<file path="src/sv/rslr_pkg.sv">
package rslr_pkg;

    // Default depth of the column table, one entry per sample position.
    localparam int MAX_LINE_SAMPLES_DEF = 4096;

    // Width of a source sample that is kept; higher bits of the field are cleared.
    localparam int SAMPLE_BITS = 16;

    // Largest channel count that the counters honor.
    localparam int MAX_CHANNELS = 4;

    // Field widths of the channels.
    localparam int INDEX_W  = 12;
    localparam int COLUMN_W = 13;
    localparam int PIXEL_W  = 16;
    localparam int CFG_IDX_W  = 3;
    localparam int CFG_DATA_W = 13;

    typedef enum logic {
        CMD_LOAD   = 1'b0,
        CMD_SAMPLE = 1'b1
    } rslr_cmd_t;

    typedef enum logic [CFG_IDX_W-1:0] {
        CFG_LINE_SAMPLES   = 3'd0,
        CFG_LINE_COUNT     = 3'd1,
        CFG_CHANNEL_COUNT  = 3'd2,
        CFG_CHANNEL_SELECT = 3'd3,
        CFG_OUT_LINE_WIDTH = 3'd4
    } rslr_cfg_idx_t;

    // Input item.
    typedef struct packed {
        rslr_cmd_t             cmd;
        logic [INDEX_W-1:0]    table_index;
        logic [COLUMN_W-1:0]   table_column;
        logic [PIXEL_W-1:0]    sample_value;
    } rslr_in_t;

    // Result item: one pixel write into the destination image.
    typedef struct packed {
        logic [12:0]         dest_row;
        logic [COLUMN_W-1:0] dest_column;
        logic [PIXEL_W-1:0]  pixel_value;
        logic                frame_end;
    } rslr_out_t;

    // Configuration as the datapath uses it, line and channel counts already clamped.
    typedef struct packed {
        logic [12:0] line_samples;
        logic [12:0] line_count;
        logic [2:0]  channel_count;
        logic [1:0]  channel_select;
        logic [12:0] out_line_width;
    } rslr_cfg_t;

    // Access to the column table for the current transfer.
    typedef struct packed {
        logic                wr_en;
        logic                rd_en;
        logic [COLUMN_W-1:0] wr_data;
    } rslr_mem_cmd_t;

    // Everything about a pending write except the table entry itself.
    typedef struct packed {
        logic                forward;
        logic [12:0]         row;
        logic [PIXEL_W-1:0]  pixel;
        logic                frame_end;
    } rslr_tag_t;

endpackage

</file>
<file path="src/sv/rslr_cfg_regs.sv">
module rslr_cfg_regs #(
    parameter int MAX_LINE_SAMPLES = rslr_pkg::MAX_LINE_SAMPLES_DEF
) (
    input  logic                           aclk,
    input  logic                           aresetn,
    input  logic                           cfg_valid,
    output logic                           cfg_ready,
    input  logic [rslr_pkg::CFG_IDX_W-1:0]  cfg_index,
    input  logic [rslr_pkg::CFG_DATA_W-1:0] cfg_data,
    output rslr_pkg::rslr_cfg_t            cfg
);
    import rslr_pkg::*;

    localparam logic [12:0] LS_RESET = (1024 > MAX_LINE_SAMPLES) ?
                                       13'(MAX_LINE_SAMPLES) : 13'd1024;
    localparam logic [12:0] LC_RESET = (512 > MAX_LINE_SAMPLES) ?
                                       13'(MAX_LINE_SAMPLES) : 13'd512;

    rslr_cfg_t cfg_reg, cfg_next;
    logic      wr_en;

    // A size of zero counts as one; a size above the table depth counts as the depth.
    function automatic logic [12:0] clamp_lines(input logic [12:0] v);
        logic [12:0] r;
        if (v == 13'd0) begin
            r = 13'd1;
        end else if (int'(v) > MAX_LINE_SAMPLES) begin
            r = 13'(MAX_LINE_SAMPLES);
        end else begin
            r = v;
        end
        return r;
    endfunction

    function automatic logic [2:0] clamp_channels(input logic [2:0] v);
        logic [2:0] r;
        if (v == 3'd0) begin
            r = 3'd1;
        end else if (int'(v) > MAX_CHANNELS) begin
            r = 3'(MAX_CHANNELS);
        end else begin
            r = v;
        end
        return r;
    endfunction

    assign cfg_ready = 1'b1;
    assign wr_en     = cfg_valid && cfg_ready;
    assign cfg       = cfg_reg;

    // Register decode; writes beyond the list are dropped.
    always_comb begin
        cfg_next = cfg_reg;
        if (wr_en) begin
            unique case (cfg_index)
                CFG_LINE_SAMPLES:   cfg_next.line_samples   = clamp_lines(cfg_data);
                CFG_LINE_COUNT:     cfg_next.line_count     = clamp_lines(cfg_data);
                CFG_CHANNEL_COUNT:  cfg_next.channel_count  = clamp_channels(cfg_data[2:0]);
                CFG_CHANNEL_SELECT: cfg_next.channel_select = cfg_data[1:0];
                CFG_OUT_LINE_WIDTH: cfg_next.out_line_width = cfg_data;
                default: begin
                    cfg_next = cfg_reg;
                end
            endcase
        end
    end

    always_ff @(posedge aclk) begin
        if (!aresetn) begin
            cfg_reg.line_samples   <= LS_RESET;
            cfg_reg.line_count     <= LC_RESET;
            cfg_reg.channel_count  <= 3'd1;
            cfg_reg.channel_select <= 2'd0;
            cfg_reg.out_line_width <= 13'd1024;
        end else begin
            cfg_reg <= cfg_next;
        end
    end

endmodule

</file>
<file path="config.mk">
export PLATFORM = sky130hd
export DESIGN_NAME = rslr_cfg_regs
export DESIGN_NICKNAME = d
export VERILOG_FILES = /design/src/sv/rslr_pkg.sv /design/src/sv/rslr_cfg_regs.sv
export SDC_FILE = /design/constraint.sdc
export NUM_CORES = 1
export LEC_CHECK = 0
export ABC_AREA = 1
export BUFFER_PORTS_ARGS = -buffer_cell sky130_fd_sc_hd__buf_4
export CORE_ASPECT_RATIO = 1.4
export CORE_UTILIZATION = 35
export DETAILED_ROUTE_END_ITERATION = 10
export GPL_TIMING_DRIVEN = 1
export REMOVE_ABC_BUFFERS = 1
export SETUP_SLACK_MARGIN = 0.02
export SYNTH_ARGS = -nofsm -noshare
export SYNTH_HDL_FRONTEND = slang
export SYNTH_SLANG_ARGS = --single-unit
</file>
<file path="constraint.sdc">
create_clock -name aclk -period 2.1 [get_ports aclk]
set_input_delay 0.315 -clock aclk [delete_from_list [all_inputs] [get_ports aclk]]
set_output_delay 0.315 -clock aclk [all_outputs]
set_load 0.005 [all_outputs]
</file>
==> flow_metrics.tcl <==
set metrics [dict create \
    r2r_setup_slack_ps 1430 \
    required_ps 2320 \
    post-cts-setup-buffer-count 0 \
    portBuffers 62 \
    cp.arrival_ps 1530 \
    drc 0 \
    die_x_um 60.8 \
    syn_area_um2 1690 \
    critPathMaxStageDelay_ps 360 \
    numClockSinks 44 \
    grt_pass1_wl_mm 6.23 \
    ys_seq_area_share_pct 52.0 \
    via_per_inst 4.62 \
    fin_skew_ps 0 \
    routedWlPerCell_um 12.3 \
    hold_class "primary input to flop" \
    die_h_um 84.3 \
    cts_root_buffer "clkbuf_8" \
    cap_violations 0 \
    synth_top_flop_cell "dfxtp_1" \
    diodes 0 \
    clkTransAtPathRegs_ps 80 \
    setup_viol 0 \
    synth_enable_flop_cells 0 \
    r2r.worst_path.cells 2 \
    layout-drive-gt1-share_pct 31.7 \
    globalRouteTotalUtil_pct 16.4 \
    r2r-start "cfg[21]" \
    fp.coreArea_um2 4610 \
    cp-start-kind "primary input" \
    final_util_pct 48.8 \
    ys_ff_latch 44 \
    met3_length_um 178 \
    dp_hpwl_mm 2.86 \
    cts_hold_buf 0 \
    critical_path.max_fanout 14 \
    cp-end-kind "flop" \
    pwr-share-seq_pct 55.0 \
    synthCells 209 \
    route.met2.wl_mm 1.93 \
    syn2layout_area_growth_pct 32.8 \
    layout_min_cycle_time_ps 1300 \
    intPower_uw 1220 \
    finalPower_uw 1600 \
    grt_setup_unrepaired "no" \
    cp.buffers_inverters 2 \
    drt_iter0_drc 52 \
    netSwitchingPower_uw 380 \
    power_leakage_uw 0.00102 \
    grt_pass1_vias 1322 \
    drt_wl_total_mm 4.06 \
    nNetsFinal 286 \
    postSynth.asyncResetShare_pct 0 \
    clockPowerShare_pct 33.7 \
    gp_congestion 0.762 \
    p_sw_share_pct 23.8 \
    finalInstanceArea_um2 2250 \
    cp_slowest_cell "nand3_1" \
    synth_area_per_cell_um2 8.11 \
    reg2reg_to "cfg[21]" \
    holdPathStages 3 \
    hold_violations 0 \
    power_density_nw_per_um2 709 \
    largest_reg_flops 44 \
    final_cells 330 \
    cts_resized 0 \
    die_area_um2 5130 \
    yosysTopAreaCellShare_pct 52.0 \
    cp_top_family "simple AND/OR/NAND/NOR gates" \
    initial_utilization_pct 36.8 \
    cp_cell_sequence "buf_4 -> nor2_1 -> nand3_1 -> inv_2 -> o21ai_0 -> a21oi_1" \
    num_io_pins 64 \
    cts_tree "yes" \
    grt_remaining_overflow 0 \
    first_pass_iters 4 \
    combPwrFrac_pct 11.3 \
    synthTopCellsByArea "dfxtp_1 52%, nor2_1 9.3%, o21ai_0 6.8%" \
    clock_latency_ps 290 \
    ys_types 23 \
    placedInstanceArea_um2 2160 \
    ant_nets 0 \
    finalCritPeriodShare_pct 62.1 \
    grt_start_max_net_pins 42 \
    min-delay-start "cfg_data[0]" \
    peakVddDrop_uv 351 \
    antenna_found_initial 0 \
    fin_setup_tns_ps 0 \
    criticalPathCategory "primary input to flop" \
    ys.warnings.count 0 \
    min_to "cfg[0]" \
    drv_slew 0 \
    layout.cells.most_common "buf_4" \
    vias 1525 \
    numCtsBuffers 5 \
    wl_met1_mm 1.88 \
    cts_buffer_depth 2 \
    status "finished, final reports clean" \
    fmax_ghz 0.767 \
    cts.htree.levels 2 \
    highest_layer "met4" \
    dpl.cell_count 322 \
    rows 29 \
    yosys.area.top_type "dfxtp_1" \
    layout_common_cells "62 x buf_4, 44 x dfxtp_1, 42 x nor2_1" \
]
==> power by group through the flow <==
| stage | clock network, uW | logic [uW] | registers [uW] |
|---|---|---|---|
| floorplan | 0 | 71.5 | 898 |
| global placement | 0 | 178 | 898 |
| detailed placement | 0 | 180 | 897 |
| CTS | 551 | 181 | 878 |
| global route | 592 | 199 | 881 |
| finish | 538 | 180 | 877 |
==> per-layer routing <==
layer | global-route usage (%) | vias up
met5 | 0 | -
li1 | - | 800
met1 | 20.5 | 681
met3 | 4.47 | 5
met2 | 26.1 | 39
met4 | 6.82 | 0
==> through the flow <==
step	worst slack, ps	hold slack (ps)
after floorplan	922	399
after global placement	524	437
after detailed placement	467	439
after CTS	774	299
after global routing	614	303
final	796	309
==> worst min-delay path, cell delays in order <==
cell and delay, ps:
buf_4 90, inv_1 50, a21oi_1 110
==> area by class of cell <==
cell class,instances,area [um2]
Inverter,12,45.0
Timing Repair Buffer,62,465
Fill cell,484,2360
Multi-Input combinational cell,142,691
Sequential cell,44,881
Clock buffer,8,90.1
Tap cell,62,77.6
==> how the worst max path moves through the flow <==
| stage | startpoint | end | slack, ps | cells after the start |
|---|---|---|---|---|
| 6_report | cfg_index[1] | cfg[8] | 800 | 6 |
| 3_5_place_dp | cfg_index[1] | cfg[0] | 470 | 6 |
| 5_1_grt | cfg_index[1] | cfg[8] | 610 | 6 |
| 3_3_place_gp | cfg_index[1] | cfg[0] | 520 | 6 |
| 4_1_cts | cfg_index[1] | cfg[0] | 770 | 6 |
| 2_1_floorplan | cfg_index[1] | cfg[0] | 920 | 5 |
==> synthesized netlist by cell type, types with 2 or more instances <==
library cell	n
o21ai_1	16
inv_2	4
buf_6	4
dfxtp_1	44
nand2_1	22
nand2_2	2
nand3_1	4
nor2_1	42
buf_2	2
o21ai_0	23
a21oi_2	8
a21oi_1	17
inv_1	8
clkbuf_1	4
==> cells by family after synthesis <==
logic type | count (synthesis) | share of synthesized area, %
other cells | 1 | 0.221
compound gates | 67 | 21.9
flops | 44 | 52.0
buf+inv | 23 | 7.24
simple gates | 74 | 18.6
No activity file was read; power rests on OpenSTA's default activity.
