--- src/sv/rslr_pkg.sv ---
package rslr_pkg;

    // Default depth of the column table, one entry per sample position.
    localparam int MAX_LINE_SAMPLES_DEF = 4096;

    // Width of a source sample that is kept; higher bits of the field are cleared.
    localparam int SAMPLE_BITS = 16;

    // Largest channel count that the counters honor.
    localparam int MAX_CHANNELS = 4;

    // Field widths of the channels.
    localparam int INDEX_W  = 12;
    localparam int COLUMN_W = 13;
    localparam int PIXEL_W  = 16;
    localparam int CFG_IDX_W  = 3;
    localparam int CFG_DATA_W = 13;

    typedef enum logic {
        CMD_LOAD   = 1'b0,
        CMD_SAMPLE = 1'b1
    } rslr_cmd_t;

    typedef enum logic [CFG_IDX_W-1:0] {
        CFG_LINE_SAMPLES   = 3'd0,
        CFG_LINE_COUNT     = 3'd1,
        CFG_CHANNEL_COUNT  = 3'd2,
        CFG_CHANNEL_SELECT = 3'd3,
        CFG_OUT_LINE_WIDTH = 3'd4
    } rslr_cfg_idx_t;

    // Input item.
    typedef struct packed {
        rslr_cmd_t             cmd;
        logic [INDEX_W-1:0]    table_index;
        logic [COLUMN_W-1:0]   table_column;
        logic [PIXEL_W-1:0]    sample_value;
    } rslr_in_t;

    // Result item: one pixel write into the destination image.
    typedef struct packed {
        logic [12:0]         dest_row;
        logic [COLUMN_W-1:0] dest_column;
        logic [PIXEL_W-1:0]  pixel_value;
        logic                frame_end;
    } rslr_out_t;

    // Configuration as the datapath uses it, line and channel counts already clamped.
    typedef struct packed {
        logic [12:0] line_samples;
        logic [12:0] line_count;
        logic [2:0]  channel_count;
        logic [1:0]  channel_select;
        logic [12:0] out_line_width;
    } rslr_cfg_t;

    // Access to the column table for the current transfer.
    typedef struct packed {
        logic                wr_en;
        logic                rd_en;
        logic [COLUMN_W-1:0] wr_data;
    } rslr_mem_cmd_t;

    // Everything about a pending write except the table entry itself.
    typedef struct packed {
        logic                forward;
        logic [12:0]         row;
        logic [PIXEL_W-1:0]  pixel;
        logic                frame_end;
    } rslr_tag_t;

endpackage

--- src/sv/rslr_sequencer.sv ---
module rslr_sequencer #(
    parameter int MAX_LINE_SAMPLES = rslr_pkg::MAX_LINE_SAMPLES_DEF,
    localparam int AW = $clog2(MAX_LINE_SAMPLES)
) (
    input  logic                    aclk,
    input  logic                    aresetn,
    input  rslr_pkg::rslr_cfg_t     cfg,
    input  logic                    s_valid,
    input  logic                    s_ready,
    input  rslr_pkg::rslr_in_t      s_data,
    output rslr_pkg::rslr_mem_cmd_t mem_cmd,
    output logic [AW-1:0]           mem_addr,
    output logic                    tag_valid,
    output rslr_pkg::rslr_tag_t     tag
);
    import rslr_pkg::*;

    localparam logic [PIXEL_W-1:0] PIXEL_MASK = (SAMPLE_BITS >= PIXEL_W) ?
        {PIXEL_W{1'b1}} : PIXEL_W'((64'd1 << SAMPLE_BITS) - 64'd1);

    logic [11:0] pos_reg, pos_next;
    logic [1:0]  chan_reg, chan_next;
    logic [11:0] line_reg, line_next;
    logic [12:0] tp_reg, tp_next;

    logic        accept;
    logic        idx_ok;
    logic        pos_ok;
    logic        selected;
    logic        last_sample;
    logic        last_chan;
    logic        last_line;
    logic [12:0] tp_base;
    logic [12:0] idx_plus;

    assign accept = s_valid && s_ready;
    assign idx_ok = int'(s_data.table_index) < MAX_LINE_SAMPLES;
    assign pos_ok = int'(pos_reg) < MAX_LINE_SAMPLES;

    // End-of-count tests for the sample, channel and line counters.
    assign last_sample = (13'(pos_reg) + 13'd1) >= cfg.line_samples;
    assign last_chan   = (3'(chan_reg) + 3'd1) >= cfg.channel_count;
    assign last_line   = (13'(line_reg) + 13'd1) >= cfg.line_count;
    assign selected    = (chan_reg == cfg.channel_select) && pos_ok;

    // A load to index zero starts a new table, so the turnaround point starts over.
    assign tp_base  = (s_data.table_index == '0) ? 13'd0 : tp_reg;
    assign idx_plus = 13'(s_data.table_index) + 13'd1;

    // Counter and turnaround update for an accepted transfer.
    always_comb begin
        pos_next  = pos_reg;
        chan_next = chan_reg;
        line_next = line_reg;
        tp_next   = tp_reg;
        if (accept) begin
            unique case (s_data.cmd)
                CMD_LOAD: begin
                    if (idx_ok) begin
                        if (s_data.table_index == '0) begin
                            pos_next  = '0;
                            chan_next = '0;
                            line_next = '0;
                        end
                        if ((s_data.table_column < cfg.out_line_width) &&
                            (idx_plus > tp_base)) begin
                            tp_next = idx_plus;
                        end else begin
                            tp_next = tp_base;
                        end
                    end
                end
                CMD_SAMPLE: begin
                    if (last_sample) begin
                        pos_next = '0;
                        if (last_chan) begin
                            chan_next = '0;
                            line_next = last_line ? 12'd0 : line_reg + 12'd1;
                        end else begin
                            chan_next = chan_reg + 2'd1;
                        end
                    end else begin
                        pos_next = pos_reg + 12'd1;
                    end
                end
            endcase
        end
    end

    // Table access: loads write at the given index, samples read at the position.
    always_comb begin
        mem_cmd.wr_en   = accept && (s_data.cmd == CMD_LOAD) && idx_ok;
        mem_cmd.rd_en   = accept && (s_data.cmd == CMD_SAMPLE) && selected;
        mem_cmd.wr_data = s_data.table_column;
        mem_addr        = (s_data.cmd == CMD_LOAD) ? AW'(s_data.table_index) : AW'(pos_reg);
    end

    // Description of the write that the read entry will complete.
    always_comb begin
        tag_valid     = mem_cmd.rd_en;
        tag.forward   = 13'(pos_reg) < tp_reg;
        tag.row       = {line_reg, ~tag.forward};
        tag.pixel     = s_data.sample_value & PIXEL_MASK;
        tag.frame_end = last_sample && last_line;
    end

    always_ff @(posedge aclk) begin
        if (!aresetn) begin
            pos_reg  <= '0;
            chan_reg <= '0;
            line_reg <= '0;
            tp_reg   <= '0;
        end else begin
            pos_reg  <= pos_next;
            chan_reg <= chan_next;
            line_reg <= line_next;
            tp_reg   <= tp_next;
        end
    end

endmodule

--- config.mk ---
export PLATFORM = sky130hd
export DESIGN_NAME = rslr_sequencer
export DESIGN_NICKNAME = d
export VERILOG_FILES = /design/src/sv/rslr_pkg.sv /design/src/sv/rslr_sequencer.sv
export SDC_FILE = /design/constraint.sdc
export NUM_CORES = 1
export LEC_CHECK = 0
export BUFFER_PORTS_ARGS = -buffer_cell sky130_fd_sc_hd__buf_4
export CORE_UTILIZATION = 45
export CTS_CLUSTER_DIAMETER = 60
export DETAILED_ROUTE_END_ITERATION = 7
export GPL_ROUTABILITY_DRIVEN = 0
export PLACE_DENSITY = 0.74
export SYNTH_ARGS = -nofsm -noshare
export SYNTH_HDL_FRONTEND = slang
export SYNTH_SLANG_ARGS = --single-unit
--- constraint.sdc ---
create_clock -name aclk -period 8.9 [get_ports aclk]
set_input_delay 0.445 -clock aclk [delete_from_list [all_inputs] [get_ports aclk]]
set_output_delay 0.445 -clock aclk [all_outputs]
set_load 0.01 [all_outputs]
==> results of run 1 <==
metrics by stage:
step           power (uW)  utilization [%]  hold slack, ns  cells  setup slack [ns]
3_5_place_dp          310             54.7           0.491    745              5.14
2_1_floorplan         261                -           0.457    544              5.90
6_report              427             55.5           0.507    753              5.04
5_1_grt               451             55.5           0.521    753              4.84
3_3_place_gp          306             54.7           0.482    745              5.30
4_1_cts               428             55.5           0.508    753              5.07
critical path: stages (launching register included):
cell     delay, ns
dfxtp_1       0.55
and3_1        0.28
and3_1        0.23
nand3_1       0.14
nor2_1        0.14
xnor2_1       0.15
ha_1          0.27
and4_1        0.24
a221o_1       0.32
o21a_1        0.18
or2_1         0.28
and2_1        0.18
buf_4         0.14
logic make-up after synthesis:
| group | after synthesis | synth area share (%) |
|---|---|---|
| compound gates | 109 | 18.5 |
| xor+xnor | 33 | 6.72 |
| fa+ha+maj | 71 | 20.7 |
| buf+inv | 107 | 12.2 |
| flops | 39 | 18.2 |
| mux | 12 | 3.03 |
| simple gates | 173 | 20.8 |
placed cells by master, fill, tap and decap left out, types with 7 or more instances in the layout:
cell type	instances
xor2_1	15
nor3_1	7
xnor2_1	18
a21oi_1	18
dfxtp_1	39
ha_1	71
a32o_1	12
buf_4	117
o21ai_0	17
and3_1	12
and4_1	7
o21ai_1	8
mux2_2	8
a21o_1	8
nand4_1	17
nor2_1	27
nand3_1	17
nand2_1	57
inv_1	62
worst paths after layout:
kind	from	endpoint	slack [ns]	cells past startpoint
worst min register to register	line_reg[11]	line_reg[11]	0.51	2
worst min-delay path	line_reg[11]	line_reg[11]	0.51	2
worst max-delay path	pos_reg[4]	tag[0]	5.04	12
worst max register to register	pos_reg[4]	line_reg[4]	5.47	12
final cells by class:
| cell class | instances | area, um2 |
|---|---|---|
| inverters | 62 | 233 |
| repair buffers | 117 | 878 |
| fillers | 872 | 4110 |
| flip-flops and latches | 39 | 781 |
| multi-input cells | 398 | 3000 |
| well taps | 129 | 161 |
| clock inverters | 1 | 5.00 |
| clock buffers | 7 | 76.3 |
metal layers:
| metal | vias to the layer above | wire, um | global-route usage [%] |
|---|---|---|---|
| met5 | - | 0 | 0 |
| met4 | 0 | 138 | 4.75 |
| met3 | 13 | 610 | 3.97 |
| met2 | 99 | 5410 | 40.0 |
| met1 | 1879 | 4900 | 29.2 |
| li1 | 2063 | - | - |
where the power goes:
group          switching (uW)  leakage [uW]  total (uW)  internal [uW]
sequential               2.88      0.000315         180            177
clock                    65.7     0.0000422         121           55.1
combinational            64.9       0.00218         127           62.2
==> impl_metrics.csv, run 1 <==
group,metric,value,unit
synth,synth_top_area_share,20.7,%
timing,setup_viol,0,
drt,drt_first_pass_iters,4,
clocking,cts_max_level,2,
clocking,cts_resized,0,
synth,netlist_instances,544,
synth,synth_top_area_cell,"ha_1",
power,peakVddDrop,0.0500,mV
timing,fmax,0.259,GHz
synth,synthArstFlopShare,0,%
synth,yosys-top-cells-count,"ha_1 (71), inv_1 (62), nand2_1 (57), dfxtp_1 (39), buf_4 (31)",
timing,rsz0062_at_grt,"no",
floorplanning,die_h,99.8,um
setup_path,arrival,3.42,ns
clocking,cts_buffers,5,
drt,wl_per_cell,14.7,um
clocking,cts_tree,"yes",
placement,dpl-instance-area,5050,um2
clocking,cts_root_buf,"clkbuf_8",
synth,ys_types,58,
drt,drt_iter0_drc,225,
timing,final_max_slew_viol_count,0,
placement,dpl.hpwl,8850,um
placement,port_buffers,116,
setup_path,crit_fanout,9,
drt,viasPerCell,5.38,
grt,grt.total_usage,22.8,%
layout,drive_gt1_share,22.6,%
setup_path,critPathCaptureType,"primary output",
min_path,hold_class,"reg2reg",
floorplanning,design.portCount,149,
timing,period_needed,3.86,ns
clocking,cts_setup_buffers,0,
flow_run,max-cap-violations,0,
timing,tightest_slew,1.11,ns
grt,grt_max_degree,28,
clocking,clk_pin_slew,0.08,ns
timing,fin_crit_sh,43.4,%
synth,synth_seq_cells,39,
power,power_density,83.3,nW/um2
timing,fin_setup_tns,0,ns
synth,synth.cell_area,4300,um2
synth,synth_edf_count,0,
synth,yosys-top-cells-area,"ha_1 (21%), dfxtp_1 (18%), buf_4 (5.4%)",
layout,largest_reg_flops,13,
setup_path,required,8.46,ns
drt,ant_nets,0,
drt,vias,4054,
layout,postLayoutCellArea,5130,um2
floorplanning,rows,35,
drt,drt-total-wl,11100,um
clocking,worstSkewPairLatency,0.30,ns
run_status,status,"finished clean",
clocking,clockBufferDepth,2,
synth,yosysMostFrequentCell,"ha_1",
grt,grt_pass1_vias,3998,
floorplanning,die_x,99.8,um
synth,avgSynthCellArea,7.91,um2
layout,num_antenna_cells,0,
setup_path,start_kind,"flop",
grt,grt_antenna_before_repair,0,
synth,syn_nets,705,
drt,drcViolationCount,0,
synth,yosysSeqAreaShare,18.2,%
layout,syn_to_final_growth,19.3,%
synth,yosysWarnings,0,
clocking,cts_hold_buffers,0,
setup_path,crit_type,"reg2out",
power,p_leak,0.00254,uW
timing,hold_viol,0,
timing,relSlewSlack,26.3,%
timing,skew,0.00454,ns
floorplanning,initial_core_util,46.6,%
floorplanning,die_area,9950,um2
grt,grt_pass1_wl,18500,um
layout,fin_nets,784,
floorplanning,core-area,9240,um2
synth,synth_flop_cell,"dfxtp_1",
clocking,cts_sinks,39,
grt,overflow,0,
No activity file was read; power rests on OpenSTA's default activity.
==> inputs of run 2 (changes only) <==
--- a/config.mk
+++ b/config.mk
@@ -5,12 +5,13 @@
 export SDC_FILE = /design/constraint.sdc
 export NUM_CORES = 1
 export LEC_CHECK = 0
+export ABC_AREA = 1
 export BUFFER_PORTS_ARGS = -buffer_cell sky130_fd_sc_hd__buf_4
 export CORE_UTILIZATION = 45
 export CTS_CLUSTER_DIAMETER = 60
 export DETAILED_ROUTE_END_ITERATION = 7
 export GPL_ROUTABILITY_DRIVEN = 0
-export PLACE_DENSITY = 0.74
+export PLACE_DENSITY = 0.72
 export SYNTH_ARGS = -nofsm -noshare
 export SYNTH_HDL_FRONTEND = slang
 export SYNTH_SLANG_ARGS = --single-unit
==> constraint.sdc (replaced) <==
create_clock -name aclk -period 3.9 [get_ports aclk]
set_input_delay 0.195 -clock aclk [delete_from_list [all_inputs] [get_ports aclk]]
set_output_delay 0.195 -clock aclk [all_outputs]
set_load 0.01 [all_outputs]
==> impl_metrics.csv, run 2 <==
group,metric,value,unit
run_status,status,"finished clean",
clocking,cts_max_level,2,
setup_path,critPathCaptureType,"primary output",
drt,viasPerCell,4.86,
timing,fin_crit_sh,77.8,%
layout,multi_input_area,3230,um2
floorplanning,die_x,106,um
synth,yosysSeqAreaShare,15.9,%
layout,final_common_cell,"nand2_1",
setup_path,crit_slowest_cell,"dfxtp_1",
grt,grt_antenna_before_repair,0,
setup_path,r2r-end,"line_reg[10]",
synth,synth_xor_xnor_area_share,4.11,%
setup_path,r2r-start,"pos_reg[0]",
timing,final_max_slew_viol_count,0,
synth,synth_top_family_by_area,"simple AND/OR/NAND/NOR gates",
setup_path,path_cells,"ha_1 -> nand3_1 -> nor2_1 -> nand2_1 -> nor4_1 -> ha_1 -> nand2_1 -> nor2_1 -> nand3_1 -> nand2_1 -> nor2_1 -> nand2_1 -> nand2_1 -> inv_1 -> buf_4",
setup_path,required,3.70,ns
drt,wl_per_cell,11.6,um
placement,dp_cells,988,
clocking,cts_resized,0,
floorplanning,die_h,106,um
synth,yosys-top-cells-count,"nand2_1 (192), inv_1 (142), nand3_1 (74), ha_1 (71), nor2_1 (55)",
synth,ys_types,41,
min_path,hold_depth,3,
setup_path,start_kind,"flop",
power,p_leak,0.00313,uW
timing,tightest_slew,0.686,ns
layout,fin_nets,1020,
floorplanning,core-area,10500,um2
timing,period_needed,3.03,ns
drt,drt_first_pass_iters,5,
synth,synthSimpleGateAreaFrac,32.8,%
timing,setup_viol,0,
clocking,cts_tree,"yes",
grt,overflow,0,
setup_path,cpLargestDelayFamily,"simple AND/OR/NAND/NOR gates",
min_path,hold_class,"in2reg",
clocking,worstSkewPairLatency,0.30,ns
floorplanning,rows,37,
synth,yosysWarnings,0,
layout,seq_area,781,um2
clocking,cts_buffers,5,
layout,fillers,1089,
floorplanning,die_area,11300,um2
layout,final_cell_mix,"nand2_1 (192), inv_1 (142), buf_4 (117), nand3_1 (74), ha_1 (71)",
timing,hold_viol,0,
drt,drcViolationCount,0,
layout,num_antenna_cells,0,
placement,dpl.hpwl,9440,um
synth,yosysMostFrequentCell,"nand2_1",
layout,final_cells,996,
synth,synthArstFlopShare,0,%
timing,fmax,0.330,GHz
grt,grt_max_degree,31,
power,peakVddDrop,0.123,mV
synth,synth_seq_cells,39,
synth,synth_top_area_cell,"ha_1",
layout,syn_to_final_growth,16.4,%
drt,drt_iter0_drc,279,
layout,drive_gt1_share,18.1,%
synth,synth.cell_area,4900,um2
synth,synth_mux_area_share,0,%
placement,port_buffers,116,
drt,drt-total-wl,11500,um
setup_path,cpMostUsedCell,"nand2_1",
clocking,clk_pin_slew,0.08,ns
synth,synth-compound-area-share,10.8,%
setup_path,path_buf_inv,2,
power,power_density,185,nW/um2
synth,synthAdderAreaFrac,18.1,%
synth,synth_edf_count,0,
synth,netlist_instances,783,
floorplanning,design.portCount,149,
clocking,cts_setup_buffers,0,
setup_path,crit_fanout,8,
clocking,clockBufferDepth,2,
synth,synth_top_area_share,18.1,%
timing,rsz0062_at_grt,"no",
clocking,cts_sinks,39,
setup_path,arrival,2.84,ns
drt,ant_nets,0,
timing,relSlewSlack,54.2,%
setup_path,crit_type,"reg2out",
clocking,cts_hold_buffers,0,
setup_path,critPathMaxStageDelay,0.49,ns
setup_path,r2r_cells,16,
timing,fin_setup_tns,0,ns
drt,vias,4837,
synth,synth_flop_cell,"dfxtp_1",
clocking,cts_root_buf,"clkbuf_8",
grt,grt.total_usage,21.3,%
grt,grt_pass1_wl,19800,um
flow_run,max-cap-violations,0,
layout,largest_reg_flops,13,
synth,yosys-top-cells-area,"ha_1 (18%), dfxtp_1 (16%), nand2_1 (15%)",
min_path,min_from,"aresetn",
min_path,hold_end,"line_reg[0]",
synth,syn_nets,944,
timing,skew,0.00857,ns
setup_path,worst-r2r-setup-slack,0.99,ns
grt,grt_pass1_vias,4381,
floorplanning,initial_core_util,46.8,%
power,design_power_total,1060,uW
synth,avgSynthCellArea,6.26,um2
run 2: changes by cell type after synthesis, moves of 12 or more:
| cell | delta |
|---|---|
| a21oi_1 | +33 |
| inv_1 | +80 |
| a32o_1 | -12 |
| and3_1 | -12 |
| nand2_1 | +135 |
| xnor2_1 | -16 |
| nor2_1 | +28 |
| nand3_1 | +57 |
run 2: layout make-up:
type / instances / area share (%)
clock buffers: 7 / 1.34
clock inverters: 1 / 0.0877
inverters: 150 / 9.91
multi-input cells: 546 / 56.6
flip-flops and latches: 39 / 13.7
well taps: 136 / 2.98
repair buffers: 117 / 15.4
run 2: logic make-up (layout without fill, tap and decap cells):
family | Yosys count | after routing
adder cells (fa/ha/maj) | 71 | 71
buffers and inverters | 198 | 275
AO/OA/AOI/OAI | 93 | 93
AND/OR/NAND/NOR | 359 | 359
flip-flops | 39 | 39
XOR/XNOR | 23 | 23
run 2: per-stage QoR:
stage               hold WS, ns  setup slack, ns  utilization, %  cell area (um2)
finish                    0.218            0.867            54.5             5700
global route              0.260            0.537            54.5             5700
CTS                       0.214            0.835            54.5             5700
detailed placement        0.390            0.891            53.7             5620
global placement          0.390            0.912            53.7             5620
floorplan                 0.442             1.24               -             4900
run 2: layer usage:
metal	vias up	global-route usage (%)	routed length, um
li1	2609	-	-
met1	2057	28.3	5470
met2	160	36.5	5260
met3	11	2.21	673
met4	0	5.26	126
met5	-	0	0
run 2: tightest hold or removal path, stage by stage:
cell and delay, ns:
buf_4 0.18, nand2_1 0.08, nor2_1 0.03
run 2: how the worst max path moves through the flow:
stage	end	slack (ns)	start	cells past startpoint
finish	tag[0]	0.87	pos_reg[0]	15
global route	tag[0]	0.54	line_reg[0]	16
CTS	tag[0]	0.83	pos_reg[0]	15
detailed placement	tp_reg[5]	0.89	s_data[29]	20
global placement	tp_reg[3]	0.91	s_data[29]	20
floorplan	line_reg[10]	1.24	line_reg[0]	17
run 2: power by group:
group          switching (uW)  internal, uW  total (uW)  leakage [uW]
Sequential               9.84           407         417      0.000316
Clock                     146           126         271     0.0000422
Combinational             206           161         368       0.00277
Total                     362           694        1060       0.00313
