`config.mk`:
```
export PLATFORM = sky130hd
export DESIGN_NAME = rslr_emit
export DESIGN_NICKNAME = d
export VERILOG_FILES = /design/src/sv/rslr_pkg.sv /design/src/sv/rslr_emit.sv
export SDC_FILE = /design/constraint.sdc
export NUM_CORES = 1
export LEC_CHECK = 0
export BUFFER_PORTS_ARGS = -buffer_cell sky130_fd_sc_hd__buf_2
export CAP_MARGIN = 30
export CORE_MARGIN = 8
export CORE_UTILIZATION = 50
export CTS_BUF_LIST = sky130_fd_sc_hd__clkbuf_16
export DETAILED_ROUTE_END_ITERATION = 16
export GPL_TIMING_DRIVEN = 0
export PLACE_DENSITY_LB_ADDON = 0.12
export SLEW_MARGIN = 20
export SYNTH_ARGS = -nofsm -noshare
export SYNTH_HDL_FRONTEND = slang
export SYNTH_SLANG_ARGS = --single-unit
export TNS_END_PERCENT = 30
```
`constraint.sdc`:
```
create_clock -name aclk -period 7.6 [get_ports aclk]
set_clock_uncertainty 0.05 [all_clocks]
set_input_delay 1.52 -clock aclk [delete_from_list [all_inputs] [get_ports aclk]]
set_output_delay 1.52 -clock aclk [all_outputs]
set_load 0.005 [all_outputs]
```
`src/sv/rslr_pkg.sv`:
```
package rslr_pkg;

    // Default depth of the column table, one entry per sample position.
    localparam int MAX_LINE_SAMPLES_DEF = 4096;

    // Width of a source sample that is kept; higher bits of the field are cleared.
    localparam int SAMPLE_BITS = 16;

    // Largest channel count that the counters honor.
    localparam int MAX_CHANNELS = 4;

    // Field widths of the channels.
    localparam int INDEX_W  = 12;
    localparam int COLUMN_W = 13;
    localparam int PIXEL_W  = 16;
    localparam int CFG_IDX_W  = 3;
    localparam int CFG_DATA_W = 13;

    typedef enum logic {
        CMD_LOAD   = 1'b0,
        CMD_SAMPLE = 1'b1
    } rslr_cmd_t;

    typedef enum logic [CFG_IDX_W-1:0] {
        CFG_LINE_SAMPLES   = 3'd0,
        CFG_LINE_COUNT     = 3'd1,
        CFG_CHANNEL_COUNT  = 3'd2,
        CFG_CHANNEL_SELECT = 3'd3,
        CFG_OUT_LINE_WIDTH = 3'd4
    } rslr_cfg_idx_t;

    // Input item.
    typedef struct packed {
        rslr_cmd_t             cmd;
        logic [INDEX_W-1:0]    table_index;
        logic [COLUMN_W-1:0]   table_column;
        logic [PIXEL_W-1:0]    sample_value;
    } rslr_in_t;

    // Result item: one pixel write into the destination image.
    typedef struct packed {
        logic [12:0]         dest_row;
        logic [COLUMN_W-1:0] dest_column;
        logic [PIXEL_W-1:0]  pixel_value;
        logic                frame_end;
    } rslr_out_t;

    // Configuration as the datapath uses it, line and channel counts already clamped.
    typedef struct packed {
        logic [12:0] line_samples;
        logic [12:0] line_count;
        logic [2:0]  channel_count;
        logic [1:0]  channel_select;
        logic [12:0] out_line_width;
    } rslr_cfg_t;

    // Access to the column table for the current transfer.
    typedef struct packed {
        logic                wr_en;
        logic                rd_en;
        logic [COLUMN_W-1:0] wr_data;
    } rslr_mem_cmd_t;

    // Everything about a pending write except the table entry itself.
    typedef struct packed {
        logic                forward;
        logic [12:0]         row;
        logic [PIXEL_W-1:0]  pixel;
        logic                frame_end;
    } rslr_tag_t;

endpackage

```
`src/sv/rslr_emit.sv`:
```
module rslr_emit (
    input  logic                          aclk,
    input  logic                          aresetn,
    input  logic [12:0]                   out_line_width,
    input  logic                          tag_valid,
    input  rslr_pkg::rslr_tag_t           tag,
    input  logic [rslr_pkg::COLUMN_W-1:0] rd_data,
    output logic                          s_ready,
    output logic                          m_valid,
    input  logic                          m_ready,
    output rslr_pkg::rslr_out_t           m_data
);
    import rslr_pkg::*;

    logic      s1_valid_reg, s1_valid_next;
    rslr_tag_t s1_tag_reg;
    logic      m_valid_reg, m_valid_next;
    rslr_out_t m_data_reg, m_data_next;
    logic      out_free;
    logic      s1_free;

    // The read stage and the output register each stall only when the next one is full.
    assign out_free = !m_valid_reg || m_ready;
    assign s1_free  = !s1_valid_reg || out_free;
    assign s_ready  = s1_free;

    always_comb begin
        s1_valid_next = s1_free ? tag_valid : s1_valid_reg;
        m_valid_next  = out_free ? s1_valid_reg : m_valid_reg;
    end

    // Return-line samples are shifted back by one output row width.
    always_comb begin
        m_data_next.dest_row    = s1_tag_reg.row;
        m_data_next.dest_column = s1_tag_reg.forward ? rd_data : rd_data - out_line_width;
        m_data_next.pixel_value = s1_tag_reg.pixel;
        m_data_next.frame_end   = s1_tag_reg.frame_end;
    end

    always_ff @(posedge aclk) begin
        if (!aresetn) begin
            s1_valid_reg <= 1'b0;
            m_valid_reg  <= 1'b0;
        end else begin
            s1_valid_reg <= s1_valid_next;
            m_valid_reg  <= m_valid_next;
        end
    end

    always_ff @(posedge aclk) begin
        if (s1_free && tag_valid) begin
            s1_tag_reg <= tag;
        end
        if (out_free && s1_valid_reg) begin
            m_data_reg <= m_data_next;
        end
    end

    assign m_valid = m_valid_reg;
    assign m_data  = m_data_reg;

endmodule

```
==> impl.org, run 1 <==
** Worst setup path
- Walking the worst path, the cells encountered are buf_2 -> nor2b_1 -> nand2_1 -> buf_2.
- Critical Path Fanout Max :: 4
- Reg2Reg Setup Slack :: roughly 5.9 ns
- Startpoint-to-endpoint class of the critical path :: in -> out
- Nature of the critical path endpoint :: primary output
- Crit path top cell by count :: buf_2
- For the worst setup path, the data required time is just over 6 ns.
- Crit path largest cell delay :: roughly 0.31 ns
- CP max stage cell :: nor2b_1
- Kind of launch point of the worst setup path :: input port
- Data arrives at the worst endpoint at 2.19 ns.

** CTS
- Reg clk slew, reported paths :: 0.05 ns
- # resized after CTS :: 0
- TritonCTS clock tree :: done
- Count of hold buffers inserted by post-cts repair :: 0
- Setup repair bufs after CTS :: 0
- Worst-Skew Late Latency :: 0.31 ns
- The H-tree was split into 3 levels.
- Total clock buffers created by CTS :: 9
- In this run the clock root is driven by a clkbuf_16.
- Counting every sink on the clock net gives 76.
- The clock passes through at most 2 buffers.

** Timing
- Finish-stage setup viols :: 0
- For the final routed database, the setup TNS stands at 0 ns.
- The final-report max-slew violation count is 0.
- Top achievable clock speed :: 0.266 GHz
- Period Utilization, post-route :: 0.494
- Headroom to the max-slew limit came out at 0.475.
- At the pin with the least slew margin, the transition time is 0.785 ns.
- The final-report hold violation count came to 0.
- Setup repair after global routing left no endpoint under its margin.
- Final min period :: 3.76 ns

** Pwr
- Switching Power :: 0.203 mW
- For this design the static power due to leakage is 1.70 nW.
- Fraction of power consumed by combinational cells :: 0.097
- Sequential cell fraction of total power :: 0.502
- Internal power contribution :: between 0.7 and 0.8 mW
- Power comes to 0.984 mW.
- Proportion of total power due to net switching :: 0.207
- Power density cells :: between 200 and 250 nW/um^2
- VDD sags by at most 0.149 mV.
- The share of total power dissipated in the clock network is 0.400.

** Routing
- The detail route stage leaves a number of antenna-violating nets equal to 0.
- DRC :: 0
- The first routing iteration left 73 violations.
- Total via count in the routed design :: between 2k and 2.5k
- Pre-antenna DRT Iters :: 4
- Detail-routed net length per standard cell :: ~16 um
- Via count normalized by instance count :: between 5 and 6
- Total wirelength of the detailed-routed design :: roughly 6400 um

** Logic synthesis
- Counting instances in the post-synthesis netlist gives the leading cell types as edfxtp_1, inv_1, nand2_1.
- Count of mapped cells out of synthesis :: 206
- Total of warnings raised by yosys :: 0
- Among all flip-flop cells after synthesis, the most frequent one is edfxtp_1.
- Yosys reg bits :: 76
- The number of nets in the synthesized netlist is 280.
- For this run, asynchronously set or reset flops after synthesis account for 0.
- Cells taking the most area after synthesis :: edfxtp_1, ha_1, inv_1, a21oi_1, o21ai_0
- The largest total area in the synthesized netlist belongs to edfxtp_1.
- Post-synth design cell area :: 3100 um^2
- Counting distinct cell types in the post-synthesis netlist gives 37.
- In this run the mean area of a mapped cell was 15.0 um^2.
- Counting flops with a built-in enable in the synthesized netlist gives 74.
- Seq/Total Area, Yosys :: 0.730
- Area share of the leading cell type in the synthesized netlist :: 0.717
- Most repeated cell in the gate-level netlist after synthesis :: edfxtp_1

** Global route
- Summed over all layers, the global routing overflow is 0.
- All-Layer GR Usage :: 0.145
- Pin count of the biggest net entering global routing :: 32
- The number of antenna violations at the first check in global routing was 0.
- The first global-routing pass estimated 9900 um of wire.
- The via count of the first global-routing pass is between 2k and 2.5k.

** Finish
- Summing all flip-flop and latch instances after layout gives 2260 um^2.
- Nets :: 397
- Summing all non-filler instances in the final layout gives an area of approximately 4000 um^2.
- From synthesis to final layout, the design area changed by 29.9%.
- Antenna diode count :: 0
- In the final layout, the share of cells above drive strength 1 is 0.385.
- The register with the most flip-flops in the layout has 43 of them.
- In the final layout, the multi-input gates occupy 759 um^2.
- Fill cell count :: 446

** Floorplanning
- Core Region :: 5960 um^2
- In this run the horizontal extent of the chip is approximately 95 um.
- Die boundary height :: 94.7 um
- The floorplan step defined a die boundary enclosing 8970 um^2.
- 106 I/O pins were placed.
- The initial utilization of the core area, before any placement, comes to 0.520.
- Row generation in the floorplan step produced 28 rows.

** Job
- Max-cap violation count :: 0

** Place
- Detailed placement finished with a half-perimeter wire length of 4910 um.
- In this run the cell area measured after placement is 3740 um^2.
- At the end of routability-driven placement, the weighted congestion stood at ~0.8.
- Port buffering added 105 buffers.

** Min path
- In this run the worst hold path is classified as reg -> reg.

** Outcome
- The flow ran to the end, and the final reports show no timing, DRC or antenna violations.
-- power groups by stage --
stage                     Combinational [mW]  Clock (mW)  Sequential [mW]
after floorplan                       0.0522           0            0.504
after global routing                   0.108       0.419            0.497
after detailed placement              0.0965           0            0.503
after CTS                             0.0969       0.403            0.495
after global placement                0.0923           0            0.503
final                                 0.0957       0.394            0.495
-- critical path: cells and delay by family --
kind	cells	cell delay (ns)
buffers and inverters	2	0.24
AND/OR/NAND/NOR	2	0.43
-- final cells by class --
type                            count  share of cell area
Clock buffer                        9              0.0560
Tap cell                           75              0.0233
Multi-Input combinational cell    110               0.189
Sequential cell                    76               0.562
Timing Repair Buffer              106               0.134
Clock inverter                      6              0.0143
Buffer                              2             0.00435
Inverter                           18              0.0168
-- through the flow --
step                      hold slack (ns)  cells  utilization  worst slack, ns
after global routing                0.375    402        0.676             3.76
after floorplan                     0.350    206            -             3.58
after detailed placement            0.355    387        0.628             3.85
final                               0.366    402        0.676             3.84
after CTS                           0.367    402        0.676             3.84
after global placement              0.350    386        0.624             2.80
-- cell usage in the layout (no fill, tap or decap), types with 2 or more instances in the layout --
cell / synthesis / routed
buf_2: 0 / 105
clkinv_1: 1 / 2
edfxtp_1: 74 / 74
nand2_1: 15 / 15
a21o_1: 2 / 2
nor2_1: 10 / 10
dfxtp_1: 2 / 2
xor2_1: 4 / 4
ha_1: 12 / 12
nor2b_1: 4 / 3
inv_1: 17 / 18
nand3_1: 3 / 3
clkbuf_16: 0 / 9
o211ai_1: 7 / 7
and2_1: 3 / 2
a311oi_1: 3 / 3
clkinvlp_4: 0 / 2
nor3_1: 2 / 2
nand2b_1: 4 / 4
o21ai_0: 12 / 12
a21oi_1: 12 / 12
-- layer usage --
layer,track usage,vias up,wire [um]
met5,0,-,0
met4,0.0806,0,91
met3,0.0278,6,394
met2,0.257,64,3360
met1,0.161,932,2530
li1,-,1014,-
-- cells by family (layout without fill, tap and decap cells) --
| kind of cell | count (synthesis) | in the layout | share of synthesized area |
|---|---|---|---|
| AO/OA/AOI/OAI | 45 | 45 | 0.0965 |
| XOR/XNOR | 5 | 5 | 0.0141 |
| adder cells (fa/ha/maj) | 13 | 13 | 0.0549 |
| buffers and inverters | 20 | 141 | 0.0275 |
| flip-flops | 76 | 76 | 0.730 |
| multiplexers | 1 | 1 | 0.00363 |
| AND/OR/NAND/NOR | 46 | 46 | 0.0731 |
-- final timing paths --
check                to       startpoint  cells after the start
max             s_ready          m_ready                      4
min          m_data[37]  m_data_next[37]                      0
max reg2reg  m_data[13]          m_valid                      3
min reg2reg  m_data[37]  m_data_next[37]                      0
No activity file was read; power rests on OpenSTA's default activity.
==> run 2, diff against run 1 <==
--- a/config.mk
+++ b/config.mk
@@ -5,10 +5,11 @@
 export SDC_FILE = /design/constraint.sdc
 export NUM_CORES = 1
 export LEC_CHECK = 0
+export ABC_AREA = 1
 export BUFFER_PORTS_ARGS = -buffer_cell sky130_fd_sc_hd__buf_2
 export CAP_MARGIN = 30
 export CORE_MARGIN = 8
-export CORE_UTILIZATION = 50
+export CORE_UTILIZATION = 45
 export CTS_BUF_LIST = sky130_fd_sc_hd__clkbuf_16
 export DETAILED_ROUTE_END_ITERATION = 16
 export GPL_TIMING_DRIVEN = 0
==> constraint.sdc (replaced) <==
create_clock -name aclk -period 3.1 [get_ports aclk]
set_clock_uncertainty 0.05 [all_clocks]
set_input_delay 0.62 -clock aclk [delete_from_list [all_inputs] [get_ports aclk]]
set_output_delay 0.62 -clock aclk [all_outputs]
set_load 0.005 [all_outputs]
==> run 2 against run 1 <==
Effect of this change:
- worst hold slack better by 0.00070 ns
- sequential cell count is the same
- die area is 13% higher
- sequential power grew 140%
- global-route usage decreased by 0.58 points
- wire length rose by 4.5%
- non-clock buffer count is the same
- clock power grew 130%
- power increased by 140%
- highest routed layer unchanged
- via count grew 10%
- final cell count rose by 23%
- register-to-register slack got worse by 4.4 ns
==> impl.org, run 2 <==
** Outcome
- Result of the run :: completed (unchanged)

** Timing
- The measured slew at the worst slew-check pin came to 0.785 ns (about the same).
- Fin Setup TNS :: 0 ns (unchanged)
- The final-report max-slew violation count is 0 (unchanged).
- Worst slew margin :: 0.476 (was 0.475)
- For this run, the top clock speed supported by timing is 0.491 GHz.
- Finish-stage setup viols :: 0 (unchanged)
- Final min period :: roughly 2 ns
- Unrepaired setup endpoints after global routing :: false (unchanged)
- Final count of hold timing violations :: 0 (unchanged)
- Dividing the final minimum period by the clock period gives 0.657.

** Worst setup path
- The type of element capturing the critical path is a flop (was primary output).
- The launching instance or port of the critical path is rd_data[0] (was m_ready).
- Startpoint-to-endpoint class of the critical path :: in -> reg (was in -> out)
- The last element of the critical path was m_data[29] (was s_ready).
- Critical Path Fanout Max :: 4 (unchanged)
- The arrival time of the worst setup path was 2.06 ns (was 2.19 ns).
- The required time at the worst-slack endpoint was 3.12 ns (was 6.03 ns).
- Reg2Reg Setup Slack :: 1.48 ns (was 5.86 ns)
- Kind of launch point of the worst setup path :: input port (unchanged)
- Depth of the most critical reg-to-reg path :: 3 (unchanged)
- The capturing point of the worst reg2reg path is m_data[6] (was m_data[13]).
- Worst r2r src :: s1_valid_reg (was m_valid)

** Routing
- Post-DRT Antenna Nets :: 0 (unchanged)
- The routed via count came to 2217 (was 2016).
- DRC :: 0 (unchanged)
- Pre-antenna DRT Iters :: 4 (unchanged)
- Number of DRC markers after the initial detailed-route iteration :: 67 (was 73)
- The wire length per cell is 13.5 um (was 15.8 um).
- The mean number of vias per cell is 4.49 (was 5.01).
- The final routed wirelength across all metal layers came to 6660 um (was 6370 um).

** CTS
- The cts-stage hold buffer count came to 0 (unchanged).
- TritonCTS clock tree :: done (unchanged)
- The clock transition at the registers of the reported paths was 0.06 ns (was 0.05 ns).
- The number of clock sinks came to 76 (unchanged).
- The post-cts sizing count was 0 (unchanged).
- The clock latency on the worst-skew pair was 0.32 ns (was 0.31 ns).
- The clock tree root buffer cell is clkbuf_16 (unchanged).
- Total clock buffers created by CTS :: 9 (unchanged)
- Deepest clock path buffer count :: 2 (unchanged)
- The H-tree depth was 3 (unchanged).
- The count of buffers added by post-CTS timing repair for setup came to 0 (unchanged).

** Logic synthesis
- Fraction of synthesized area in multiplexers :: 0 (was 0.00363)
- The synthesized instance count is 273 (was 206).
- The simple-gate area share of the yosys netlist was 0.152 (was 0.0731).
- Cells taking the most area after synthesis: edfxtp_1, nand2_1, inv_1, ha_1, nand3_1 (was edfxtp_1, ha_1, inv_1, a21oi_1, o21ai_0).
- The mean instance size in the synthesized netlist came to 11.8 um^2 (was 15.0 um^2).
- The number of library cell types mapped by synthesis came to 24 (was 37).
- The synthesized-area fraction occupied by ao, oa, aoi and oai cells is 0.0280 (was 0.0965).
- Number of enable-type register cells in the synthesized netlist :: 74 (unchanged)
- Seq/Total Area, Yosys :: 0.702 (was 0.730)
- Total of warnings raised by yosys :: 0 (unchanged)
- Top cells by instance count after synthesis :: edfxtp_1, nand2_1, inv_1 (was edfxtp_1, inv_1, nand2_1)
- The net count after synthesis was 347 (was 280).
- Area share of the leading cell type in the synthesized netlist :: 0.690 (was 0.717)
- The fraction of synthesis flops using an asynchronous set or reset pin is 0 (unchanged).
- The synthesis-stage register bit count is 76 (unchanged).
- Library cell occupying the most area in the post-synthesis netlist :: edfxtp_1 (unchanged)
- The combinational family with the most area after synthesis is simple AND/OR/NAND/NOR gates (was compound AO/OA/AOI/OAI gates).
- Primary flip-flop cell chosen by synthesis mapping :: edfxtp_1 (unchanged)
- The most used standard cell by instance count after synthesis is edfxtp_1 (unchanged).
- Post-synthesis adder-cell area fraction :: 0.0528 (was 0.0549)
- The XOR/XNOR share of the synthesized area came to 0.00544 (was 0.0141).
- Post-synth design cell area :: 3220 um^2 (was 3100 um^2)

** Finish
- The area occupied by multi-input gates is 778 um^2 (was 759 um^2).
- Share of layout cells above drive strength 1 :: 0.332 (was 0.385)
- The final-layout fill cell count was 612 (was 446).
- The layout-stage area growth over the synthesis result is 29.6% (was 29.9%).
- The core utilization of the finished layout was 0.588 (was 0.676).
- Leading cell type in the layout, fill and taps excluded :: buf_2 (unchanged)
- Largest register FFs :: 43 (unchanged)
- Antenna diode count :: 0 (unchanged)
- Most frequent cells in the layout :: buf_2, edfxtp_1, nand2_1 (was buf_2, edfxtp_1, inv_1)
- Nets :: 464 (was 397)
- Seq. cell area :: 2260 um^2 (unchanged)

** Global route
- Global-route wire length before repair :: 10800 um (was 9900 um)
- Number of global-route vias before repair :: 2297 (was 2068)
- Pin count of the biggest net entering global routing :: 32 (unchanged)
- The number of antenna violations at the first check in global routing came to 0 (unchanged).
- All-Layer GR Usage :: 0.139 (was 0.145)
- The overflow left after global routing is 0 (unchanged).

** Min path
- The class of the tightest hold or removal check is reg -> reg (unchanged).

** Floorplanning
- Die boundary height :: 101 um (was 94.7 um)
- The number of top-level pins came to 106 (unchanged).
- The area of the core is 7100 um^2 (was 5960 um^2).
- Area enclosed by the die boundary :: 10100 um^2 (was 8970 um^2)
- Die Wd :: 101 um (was 94.7 um)
- FP Rows :: 31 (was 28)
- Effective utilization at floorplan :: 0.454 (was 0.520)

** Pwr
- The power density relative to cell area is 574 nW/um^2 (was 245 nW/um^2).
- Tot Pwr :: 2.40 mW (was 0.984 mW)
- The worst supply voltage drop on vdd was 0.299 mV (was 0.149 mV).
- The leakage dissipation is 1.93 nW (was 1.70 nW).

** Place
- The number of buffers inserted by port buffering came to 105 (unchanged).
- DPL Wire Length :: 5210 um (was 4910 um)
- The weighted congestion at the end of routability-driven global placement came to 0.875 (was 0.805).

** Job
- The count of maximum capacitance violations was 0 (unchanged).
run 2: changes by cell type after synthesis, moves of 4 or more:
cell,delta
o21ai_0,-7
nand3_1,+10
nand4_1,+4
nand2b_1,-4
o211ai_1,-7
inv_1,+31
nor2b_1,-4
nand2_2,+5
nand2_1,+57
run 2: final cells by class:
class,count,area share
Clock inverter,7,0.00989
Clock buffer,9,0.0539
Inverter,49,0.0440
Sequential cell,76,0.542
Timing Repair Buffer,106,0.132
Tap cell,99,0.0297
Buffer,2,0.00210
Multi-Input combinational cell,146,0.186
run 2: cells by family (layout without fill, tap and decap cells):
family	Yosys count	count (layout)
buffers and inverters	51	173
flip-flops	76	76
AO/OA/AOI/OAI	18	18
XOR/XNOR	2	2
AND/OR/NAND/NOR	113	113
adder cells (fa/ha/maj)	13	13
run 2: worst max-delay path, cell delays in order:
cell and delay (ns):
buf_2 0.09, inv_1 0.03, ha_1 0.19, fa_1 0.41, inv_1 0.14, nand3_1 0.08
nand3_1 0.18, nand2_2 0.09, nand3_2 0.06, nand2_1 0.05, nand3_1 0.06, nand2_1 0.05
run 2: stage by stage:
| stage | hold WS (ns) | std cells | cell area [um^2] | setup slack, ns |
|---|---|---|---|---|
| floorplan | 0.350 | 273 | 3230 | 0.686 |
| global placement | 0.351 | 477 | 3870 | -0.0123 |
| detailed placement | 0.355 | 478 | 3910 | 0.751 |
| CTS | 0.366 | 494 | 4180 | 1.08 |
| global route | 0.368 | 494 | 4180 | 0.907 |
| finish | 0.367 | 494 | 4180 | 1.06 |
run 2: report_power, final:
part	total [mW]	switching (mW)	internal, mW
registers	1.21	0.0128	1.20
logic	0.262	0.152	0.109
clock network	0.923	0.386	0.537
total	2.40	0.552	1.84
run 2: how the worst min path moves through the flow:
| stage | slack, ns | end | from | depth (start not counted) |
|---|---|---|---|---|
| after global placement | 0.35 | m_data[1] | m_data_next[1] | 0 |
| after detailed placement | 0.35 | m_data[11] | m_data_next[11] | 0 |
| final | 0.37 | m_data[2] | m_data_next[2] | 0 |
| after global routing | 0.37 | m_data[30] | m_data_next[30] | 0 |
| after floorplan | 0.35 | m_data[0] | m_data_next[0] | 0 |
| after CTS | 0.37 | m_data[30] | m_data_next[30] | 0 |
run 2: layer usage:
metal  wire length (um)  global-route usage  vias to the layer above
met5                  0                   0                        -
met4                 84              0.0663                        0
met3                463              0.0421                        6
met2               3310               0.231                       68
met1               2800               0.161                     1000
li1                   -                   -                     1143
==> run 3, diff against run 2 <==
==> constraint.sdc (replaced) <==
create_clock -name aclk -period 1.73 [get_ports aclk]
set_clock_uncertainty 0.05 [all_clocks]
set_input_delay 0.346 -clock aclk [delete_from_list [all_inputs] [get_ports aclk]]
set_output_delay 0.346 -clock aclk [all_outputs]
set_load 0.005 [all_outputs]
==> run 3 against run 2 <==
Effect of this change:
- cell area is 1.4% higher
- sequential power increased by 79%
- non-clock buffer count up 2
- clock power increased by 73%
- power increased by 78%
- first-iteration DRC count is 7.5% lower
- critical path type unchanged
==> impl.org, run 3 (synthesis results as in run 2) <==
** Place
- Final weighted congestion of routability-driven global placement :: 0.904 (was 0.875)
- IO Port Bufs :: 105 (unchanged)
- Pre-CTS WS :: -0.387 ns (was 0.751 ns)
- DPL Wire Length :: 5300 um (was 5210 um)
- The post-placement cell count was 480 (was 478).

** Finish
- Most frequent cells in the layout :: buf_2, edfxtp_1, nand2_1 (unchanged)
- Nets :: 466 (was 464)
- The number of flip-flops under the largest register name is 43 (unchanged).
- The final cell count without fillers is 494 (unchanged).
- The most common cell after layout, fill and taps aside is buf_2 (unchanged).
- The layout-stage area growth over the synthesis result was 31.5% (was 29.6%).
- The final-layout fill cell count was 602 (was 612).
- The share of layout cells above drive strength 1 was 0.349 (was 0.332).
- Antenna diode count :: 0 (unchanged)

** Global route
- The overflow left after global routing was 0 (unchanged).
- All-Layer GR Usage :: 0.139 (about the same)
- The via count of the first global-routing pass is 2274 (was 2297).
- The largest net degree at the start of global routing is 23 (was 32).
- The first-pass GRT wire length was 10700 um (was 10800 um).
- Antenna violations before repair :: 0 (unchanged)

** Pwr
- The power density relative to cell area is 1010 nW/um^2 (was 574 nW/um^2).
- Fraction of power consumed by combinational cells :: 0.116 (was 0.109)
- The internal portion of total power is 3.31 mW (was 1.84 mW).
- The overall power came to 4.26 mW (was 2.40 mW).
- The leakage dissipation was 1.96 nW (was 1.93 nW).
- Worst VDD drop :: 0.446 mV (was 0.299 mV)
- The share of total power in sequential cells came to 0.509 (was 0.505).
- Clock share of power :: 0.376 (was 0.385)
- The net switching component of the power was 0.958 mW (was 0.552 mW).
- Proportion of total power due to net switching :: 0.225 (was 0.230)

** CTS
- Deepest clock path buffer count :: 2 (unchanged)
- The clock tree root buffer cell is clkbuf_16 (unchanged).
- Worst-Skew Late Latency :: 0.32 ns (about the same)
- The number of clock sinks came to 76 (unchanged).
- The count of buffers added by post-CTS timing repair for setup was 0 (unchanged).
- The CTS tree was done (unchanged).
- CTS H-tree lvls :: 3 (unchanged)
- The number of clock buffers inserted by TritonCTS came to 9 (unchanged).
- The cts-stage hold buffer count is 0 (unchanged).
- The clock transition at the registers of the reported paths is 0.06 ns (about the same).

** Routing
- The routed via count is 2233 (was 2217).
- The wire length per cell was 13.5 um (about the same).
- The number of violations reported at the end of detailed-routing iteration 0 is 62 (was 67).
- Total wirelength of the detailed-routed design :: 6690 um (was 6660 um)
- The post-detailed-route count of antenna-violating nets came to 0 (unchanged).
- Via count normalized by instance count :: 4.52 (was 4.49)
- The total DRC errors in the routed layout is 0 (unchanged).
- The detailed-routing iteration count for the pre-antenna-repair pass was 4 (unchanged).

** Worst setup path
- Worst r2r src :: m_valid (was s1_valid_reg)
- Family with the most delay on the worst path :: adder cells (unchanged)
- Crit-path cells: buf_2 -> inv_1 -> ha_1 -> fa_2 -> inv_2 -> nand3_1 -> nand3_2 -> nand2_2 -> nand3_2 -> nand2_1 -> nand3_1 -> nand2_1 (was buf_2 -> inv_1 -> ha_1 -> fa_1 -> inv_1 -> nand3_1 -> nand3_1 -> nand2_2 -> nand3_2 -> nand2_1 -> nand3_1 -> nand2_1).
- Buf/Inv on CP :: 3 (unchanged)
- Depth of the most critical reg-to-reg path :: 4 (was 3)
- The capturing point of the worst reg2reg path was m_data_next[41] (was m_data[6]).
- Arrival time of data at the critical path endpoint :: 1.66 ns (was 2.06 ns)
- Crit path largest cell delay :: 0.38 ns (was 0.41 ns)
- Kind of launch point of the worst setup path :: input port (unchanged)
- The worst-path maximum fanout is 4 (unchanged).
- The type of element capturing the critical path is a flop (unchanged).
- CP max stage cell :: fa_2 (was fa_1)
- The required time at the worst-slack endpoint is 1.76 ns (was 3.12 ns).
- Startpoint-to-endpoint class of the critical path :: in -> reg (unchanged)
- Reg2Reg Setup Slack :: 0.1 ns (was 1.48 ns)

** Timing
- The final-report max-slew violation count was 0 (unchanged).
- In the finished design, the share of the clock period the worst path needs comes to 0.943.
- Unrepaired setup endpoints after global routing: true (was false).
- Fin Setup TNS :: 0 ns (unchanged)
- Based on the critical path, the design can be clocked at up to 0.613 GHz.
- Finish-stage setup viols :: 0 (unchanged)
- The measured slew at the worst slew-check pin is 0.480 ns (was 0.785 ns).
- The final-report hold violation count is 0 (unchanged).
- The minimum setup slack in the final design came to 0.0980 ns (was 1.06 ns).
- Worst slew margin :: 0.680 (was 0.476)
- After layout, the minimum clock period comes to 1.63 ns.

** Floorplanning
- Die boundary height :: 101 um (unchanged)
- Die Wd :: 101 um (unchanged)
- The initial core utilization was 0.454 (unchanged).
- The number of top-level pins was 106 (unchanged).
- FP Rows :: 31 (unchanged)
- Area enclosed by the die boundary :: 10100 um^2 (unchanged)
- The area of the core is 7100 um^2 (unchanged).

** Min path
- Start point of the worst hold path :: tag[24] (was m_data_next[2])
- Class of the worst hold path :: in -> reg (was reg -> reg)
- Capture endpoint of the worst hold path :: m_data_next[37] (was m_data[2])
- Instance count along the most critical hold path :: 1 (was 0)

** Outcome
- Result of the run: completed (unchanged).

** Job
- The count of maximum capacitance violations came to 0 (unchanged).
run 3: cell types whose count changed in the layout (fill, tap and decap cells not counted), sizes merged:
cell      delta
buf          +2
clkinvlp     +1
inv          -3
run 3: worst max path at each step:
| stage | startpoint | endpoint | slack, ns | cells past startpoint |
|---|---|---|---|---|
| floorplan | rd_data[0] | m_data[29] | -0.05 | 11 |
| global placement | rd_data[0] | m_data[29] | -0.36 | 12 |
| detailed placement | rd_data[0] | m_data[29] | -0.39 | 12 |
| CTS | rd_data[0] | m_data[29] | 0.02 | 12 |
| global route | rd_data[0] | m_data[29] | -0.004 | 12 |
| finish | rd_data[0] | m_data[29] | 0.1 | 12 |
run 3: layout make-up:
type / instances / area (um^2) / share of cell area
multi-input combinational: 146 / 790 / 0.186
tap: 99 / 124 / 0.0292
inverter: 49 / 188 / 0.0443
buffer: 2 / 8.76 / 0.00207
timing repair buffer: 108 / 608 / 0.144
sequential: 76 / 2260 / 0.534
clock inverter: 5 / 31.3 / 0.00738
clock buffer: 9 / 225 / 0.0532
run 3: layer usage:
metal	wire length (um)	vias to the layer above	global-route usage
li1	-	1149	-
met1	2760	1009	0.153
met2	3450	64	0.243
met3	363	11	0.0331
met4	120	0	0.0709
met5	0	-	0
run 3: metrics by stage:
stage	cell area, um^2	hold WS, ns	utilization
after detailed placement	3970	0.355	0.559
final	4240	0.149	0.597
after floorplan	3230	0.350	-
after global placement	3880	0.350	0.547
after CTS	4230	0.130	0.595
after global routing	4240	0.136	0.597
run 3: what timing repair did:
item,in CTS,in global routing
cloned,0,0
hold endpoints to repair,0,0
gates resized for setup,1,4
setup endpoints to repair,2,19
run 3: power by group through the flow:
stage                     registers (mW)  clock network [mW]  logic, mW
after floorplan                     2.21                   0      0.265
after global placement              2.21                   0      0.456
after detailed placement            2.21                   0      0.492
after CTS                           2.17                1.66      0.495
after global routing                2.18                1.72      0.565
final                               2.17                1.60      0.493
run 3: worst register-to-register path: stages (launching register included):
cell and delay, ns:
dfxtp_1 0.41, nand3_1 0.14, nand2_1 0.14, clkinvlp_4 0.35
buf_16 0.29
